**config.mk**
```make
export PLATFORM = sky130hd
export DESIGN_NAME = gsa_ctrl
export DESIGN_NICKNAME = d
export VERILOG_FILES = /design/src/hw/rtl/gsa_pkg.sv /design/src/hw/rtl/gsa_ctrl.sv
export SDC_FILE = /design/constraint.sdc
export NUM_CORES = 1
export LEC_CHECK = 0
export BUFFER_PORTS_ARGS = -buffer_cell sky130_fd_sc_hd__buf_4
export CAP_MARGIN = 20
export CORE_MARGIN = 3
export CORE_UTILIZATION = 35
export DETAILED_ROUTE_END_ITERATION = 7
export PLACE_DENSITY_LB_ADDON = 0.05
export SLEW_MARGIN = 20
export SYNTH_ARGS = -nofsm -noshare
export SYNTH_HDL_FRONTEND = slang
export SYNTH_SLANG_ARGS = --single-unit
```
**constraint.sdc**
```tcl
create_clock -name clk -period 1.3 [get_ports clk]
set_input_delay 0.195 -clock clk [delete_from_list [all_inputs] [get_ports clk]]
set_output_delay 0.195 -clock clk [all_outputs]
set_load 0.02 [all_outputs]
```
**src/hw/rtl/gsa_pkg.sv**
```systemverilog
// ----------------------------------------------------------------------------
// gsa_pkg
// Shared types, codes and sizes for the grant slot allocator.
// ----------------------------------------------------------------------------
package gsa_pkg;

  localparam int SLOT_COUNT = 128;
  localparam int SLOT_W     = $clog2(SLOT_COUNT);
  localparam int CNT_W      = SLOT_W + 1;

  // commands
  localparam logic [2:0] CMD_ALLOC   = 3'd0;
  localparam logic [2:0] CMD_WRITE   = 3'd1;
  localparam logic [2:0] CMD_RELEASE = 3'd2;
  localparam logic [2:0] CMD_MAP     = 3'd3;
  localparam logic [2:0] CMD_UNMAP   = 3'd4;
  localparam logic [2:0] CMD_READ    = 3'd5;

  // result codes
  localparam logic [2:0] RC_OK      = 3'd0;
  localparam logic [2:0] RC_INVALID = 3'd1;
  localparam logic [2:0] RC_NOSPACE = 3'd2;
  localparam logic [2:0] RC_BUSY    = 3'd3;
  localparam logic [2:0] RC_RANGE   = 3'd4;

  // slot states
  localparam logic [1:0] ST_FREE     = 2'd0;
  localparam logic [1:0] ST_RESERVED = 2'd1;
  localparam logic [1:0] ST_MAPPED   = 2'd2;

  // controller phases
  localparam logic [3:0] PH_IDLE    = 4'd0;
  localparam logic [3:0] PH_DECODE  = 4'd1;
  localparam logic [3:0] PH_POP     = 4'd2;
  localparam logic [3:0] PH_POP_WR  = 4'd3;
  localparam logic [3:0] PH_SCAN    = 4'd4;
  localparam logic [3:0] PH_MARK    = 4'd5;
  localparam logic [3:0] PH_COMPACT = 4'd6;
  localparam logic [3:0] PH_CHECK   = 4'd7;
  localparam logic [3:0] PH_APPLY   = 4'd8;
  localparam logic [3:0] PH_FIN_RD  = 4'd9;
  localparam logic [3:0] PH_FINAL   = 4'd10;

  typedef struct packed {
    logic [2:0]  cmd;
    logic [6:0]  slot;
    logic [7:0]  count;
    logic [15:0] domain_id;
    logic [31:0] grant_ref;
    logic        writable;
    logic        shared;
  } in_t;

  typedef struct packed {
    logic [2:0]  status;
    logic [6:0]  slot_out;
    logic [1:0]  slot_state;
    logic [15:0] domain_out;
    logic [31:0] ref_out;
    logic        read_only_out;
    logic [7:0]  free_count;
  } out_t;

  // controller to datapath
  typedef struct packed {
    logic [3:0] op;
    logic       accept;
    logic       load_out;
  } ctl_t;

  // datapath to controller
  typedef struct packed {
    logic dec_done;
    logic dec_pop;
    logic dec_scan;
    logic dec_check;
    logic scan_hit;
    logic scan_miss;
    logic walk_end;
    logic chk_fail;
    logic chk_apply;
    logic chk_final;
  } sts_t;

endpackage

```
**src/hw/rtl/gsa_ctrl.sv**
```systemverilog
// ----------------------------------------------------------------------------
// gsa_ctrl
// Phase sequencer for the allocator and the input/output handshakes.
// ----------------------------------------------------------------------------
module gsa_ctrl (
  input  logic          clk,
  input  logic          rst,
  input  logic          in_valid,
  output logic          in_ready,
  output logic          out_valid,
  input  logic          out_ready,
  input  gsa_pkg::sts_t sts,
  output gsa_pkg::ctl_t ctl
);

  logic [3:0] state;
  logic [3:0] state_next;
  logic       load;

  assign in_ready = (state == gsa_pkg::PH_IDLE);
  assign load     = (state == gsa_pkg::PH_FINAL) && (!out_valid || out_ready);

  // {op, accept, load_out}
  assign ctl = {state, in_valid && in_ready, load};

  // next phase
  always_comb begin
    state_next = state;
    case (state)
      gsa_pkg::PH_IDLE: begin
        if (in_valid) state_next = gsa_pkg::PH_DECODE;
      end
      gsa_pkg::PH_DECODE: begin
        if (sts.dec_done)       state_next = gsa_pkg::PH_FIN_RD;
        else if (sts.dec_pop)   state_next = gsa_pkg::PH_POP;
        else if (sts.dec_scan)  state_next = gsa_pkg::PH_SCAN;
        else if (sts.dec_check) state_next = gsa_pkg::PH_CHECK;
      end
      gsa_pkg::PH_POP:    state_next = gsa_pkg::PH_POP_WR;
      gsa_pkg::PH_POP_WR: state_next = gsa_pkg::PH_FIN_RD;
      gsa_pkg::PH_SCAN: begin
        if (sts.scan_hit)       state_next = gsa_pkg::PH_MARK;
        else if (sts.scan_miss) state_next = gsa_pkg::PH_FIN_RD;
      end
      gsa_pkg::PH_MARK: begin
        if (sts.walk_end) state_next = gsa_pkg::PH_COMPACT;
      end
      gsa_pkg::PH_COMPACT: begin
        if (sts.walk_end) state_next = gsa_pkg::PH_FIN_RD;
      end
      gsa_pkg::PH_CHECK: begin
        if (sts.chk_fail || sts.chk_final) state_next = gsa_pkg::PH_FIN_RD;
        else if (sts.chk_apply)            state_next = gsa_pkg::PH_APPLY;
      end
      gsa_pkg::PH_APPLY: begin
        if (sts.walk_end) state_next = gsa_pkg::PH_FIN_RD;
      end
      gsa_pkg::PH_FIN_RD: state_next = gsa_pkg::PH_FINAL;
      gsa_pkg::PH_FINAL: begin
        if (load) state_next = gsa_pkg::PH_IDLE;
      end
      default: state_next = gsa_pkg::PH_IDLE;
    endcase
  end

  always_ff @(posedge clk) begin
    if (rst) begin
      state     <= gsa_pkg::PH_IDLE;
      out_valid <= 1'b0;
    end else begin
      state <= state_next;
      if (load)           out_valid <= 1'b1;
      else if (out_ready) out_valid <= 1'b0;
    end
  end

endmodule

```
==> summary.md <==
| Metric | Value |
|---|---|
| Status | `complete, but fails checks` |
| Failing checks | `setup timing` |
| Die area | `0.002175 mm²` |
| Initial antenna violation count | `0` |
| WP data required | `1410 ps` |
| Fin. Hold Viols | `0` |
| Clock power frac | `0.094` |
| Fmax | `0.6576 GHz` |
| CTS tree | `built` |
| Commonest non-fill, non-tap cell in the layout | `buf_4` |
| Critical path class | `reg2reg` |
| Relative slew slack | `0.7767` |
| Die height | `46.64 µm` |
| Power share of the sequential group | `0.182` |
| GRT Residual Overflow | `0` |
| IO Port Bufs | `21` |
| Worst VDD drop | `893.0 µV` |
| Layout cells sized above 1 | `0.6095` |
| Total power | `1.882 mW` |
| Final ANT Viol Nets | `0` |
| Clock Sinks | `5` |
| Slew @ Worst Pin | `332.4 ps` |
| MaxCap Viol Count | `0` |
| Nets | `120` |
| Switching Fraction | `0.3969` |
| Synthesis-to-layout area growth | `71.65%` |
| Ports | `22` |
| Worst min path class | `in2reg` |
| Clock Path Buffers | `2` |
| # setup viols final | `7` |
| Power density over the cells | `1897 mW/mm²` |
| DRC | `0` |
| Die width | `46.64 µm` |
| WL final | `1.654 mm` |
| Post-synth top flop | `dfxtp_1` |
| CP Capture Type | `flop` |
| Post-synth EDFFs | `0` |
| Utilization after layout | `0.6511` |
| Ant diodes | `0` |
| Drt pass-1 iters | `4` |
| Largest net degree at the start of global routing | `10` |
| Total GRT Usage | `0.1808` |
| Detailed Place HPWL | `1.197 mm` |
| Slew Limit Fails | `0` |
| WP data arrival | `1630 ps` |
| Final WS setup | `-220.8 ps` |
| Core Area | `0.001524 mm²` |
| Register area share after synthesis | `0.1732` |
| Flop and latch count out of synthesis | `5` |
| Leak pwr | `0.4218 nW` |
| Max H-tree Level | `1` |
| RSZ-0062 raised after global routing | `true` |
| First-pass GRT wire length | `2.849 mm` |
| Commonest non-fill, non-tap cells in the layout | `buf_4, buf_6, nor2_1, inv_1, dfxtp_4` |
| Final Wtd Congestion | `0.7274` |
| Synth warn | `0` |
| Clock Skew | `0.6629 ps` |
| TritonCTS Buffers | `3` |
| CTS clk-pin slew, worst paths | `40 ps` |
| Syn Area/Cell | `8.893 µm²` |
| Routed length per instance | `13.67 µm` |
| CP startpoint kind | `flop` |
| Vias in the first global route | `644` |
| Initial Util | `0.3793` |
| R2R Setup Slk | `-220 ps` |
| Cell variety after synth | `37` |
| Fin crit share | `1.170` |
| CP Max Fanout | `6` |
| Via count | `675` |
| Sw Pwr | `0.7470 mW` |
| Combinational share of power | `0.724` |
| Cells after Synth | `65` |
| Async S/R FF share, synth | `0` |
| Syn_nets | `79` |
| Pint | `1.135 mW` |
| Detailed router's first-iteration violation count | `11` |
| Root buffer cell | `clkbuf_4` |
| Cts hold-fix bufs | `0` |
| Mapped cell area | `578.1 µm²` |
| Min Tclk post-route | `1521 ps` |
| Vias per Instance | `5.579` |
| Clk_lat worst skew | `240 ps` |
| Num rows | `14` |
==> area by class of cell <==
class / count / area [µm²]
fill: 150 / 531.8
sequential: 5 / 115.1
timing repair buffer: 42 / 350.3
tap: 16 / 20.02
multi-input combinational: 50 / 465.4
clock buffer: 4 / 26.28
inverter: 4 / 15.01
==> power by group through the flow <==
stage | logic (mW) | registers [mW] | clock network [mW]
floorplan | 0.694 | 0.346 | 0
global placement | 1.11 | 0.356 | 0
detailed placement | 1.12 | 0.361 | 0
CTS | 1.28 | 0.345 | 0.183
global route | 1.47 | 0.356 | 0.200
finish | 1.36 | 0.342 | 0.177
==> path summary, 6_finish.rpt <==
kind / start / endpoint / cells past startpoint
worst min register to register: state[3] / state[0] / 4
worst max register to register: state[2] / state[1] / 5
worst max-delay path: state[2] / state[1] / 5
worst min-delay path: rst / state[1] / 2
==> routing by layer <==
metal,part of all wire,track usage
met3,0.048,0.03906
met4,0,0.05525
met1,0.43,0.2408
met5,0,0
met2,0.52,0.2885
==> cell usage after synthesis, types with 2 or more instances <==
cell type / count / share of area
a31oi_1: 2 / 0.022
a21oi_1: 3 / 0.026
nor2b_1: 3 / 0.032
buf_2: 2 / 0.017
inv_1: 4 / 0.026
nor3b_1: 2 / 0.026
o21ai_0: 3 / 0.026
and4bb_1: 3 / 0.065
nor3_1: 2 / 0.017
a311oi_1: 2 / 0.030
nor2_1: 5 / 0.032
a41oi_1: 2 / 0.030
dfxtp_1: 5 / 0.17
nand3_1: 2 / 0.017
buf_4: 3 / 0.039
==> stage by stage <==
stage	cells	instance area (µm²)	setup WS, ps	TNS (ps)	hold WS, ps
floorplan	65	614.3	-196.0	-826.3	253.6
global placement	107	839.6	-189.3	-670.8	411.0
detailed placement	107	839.6	-228.5	-814.6	416.8
CTS	118	943.4	-206.3	-1189	175.7
global route	121	992.2	-309.2	-1710	183.2
finish	121	992.2	-220.8	-1218	185.6
==> state kept, by name, summed over array words and instances, names as in the netlist <==
signal     flops
out_valid      1
state          4
==> critical path, cell delays in order, from the launching register on <==
cell and delay (ps):
dfxtp_4 360, buf_6 120, and4bb_4 190, o31ai_4 360
and3_4 270, a311oi_2 80
==> cell families after synthesis <==
group | synth area share
and+or+nand+nor | 0.3961
DFF | 0.1732
buffers and inverters | 0.1017
AOI/OAI and AO/OA | 0.3290
==> timing repair <==
action,CTS,global route
setup endpoints to repair,7,7
buffers inserted,7,3
pin swaps,10,5
resized for setup,9,5
Power figures use the tool's default switching activity.
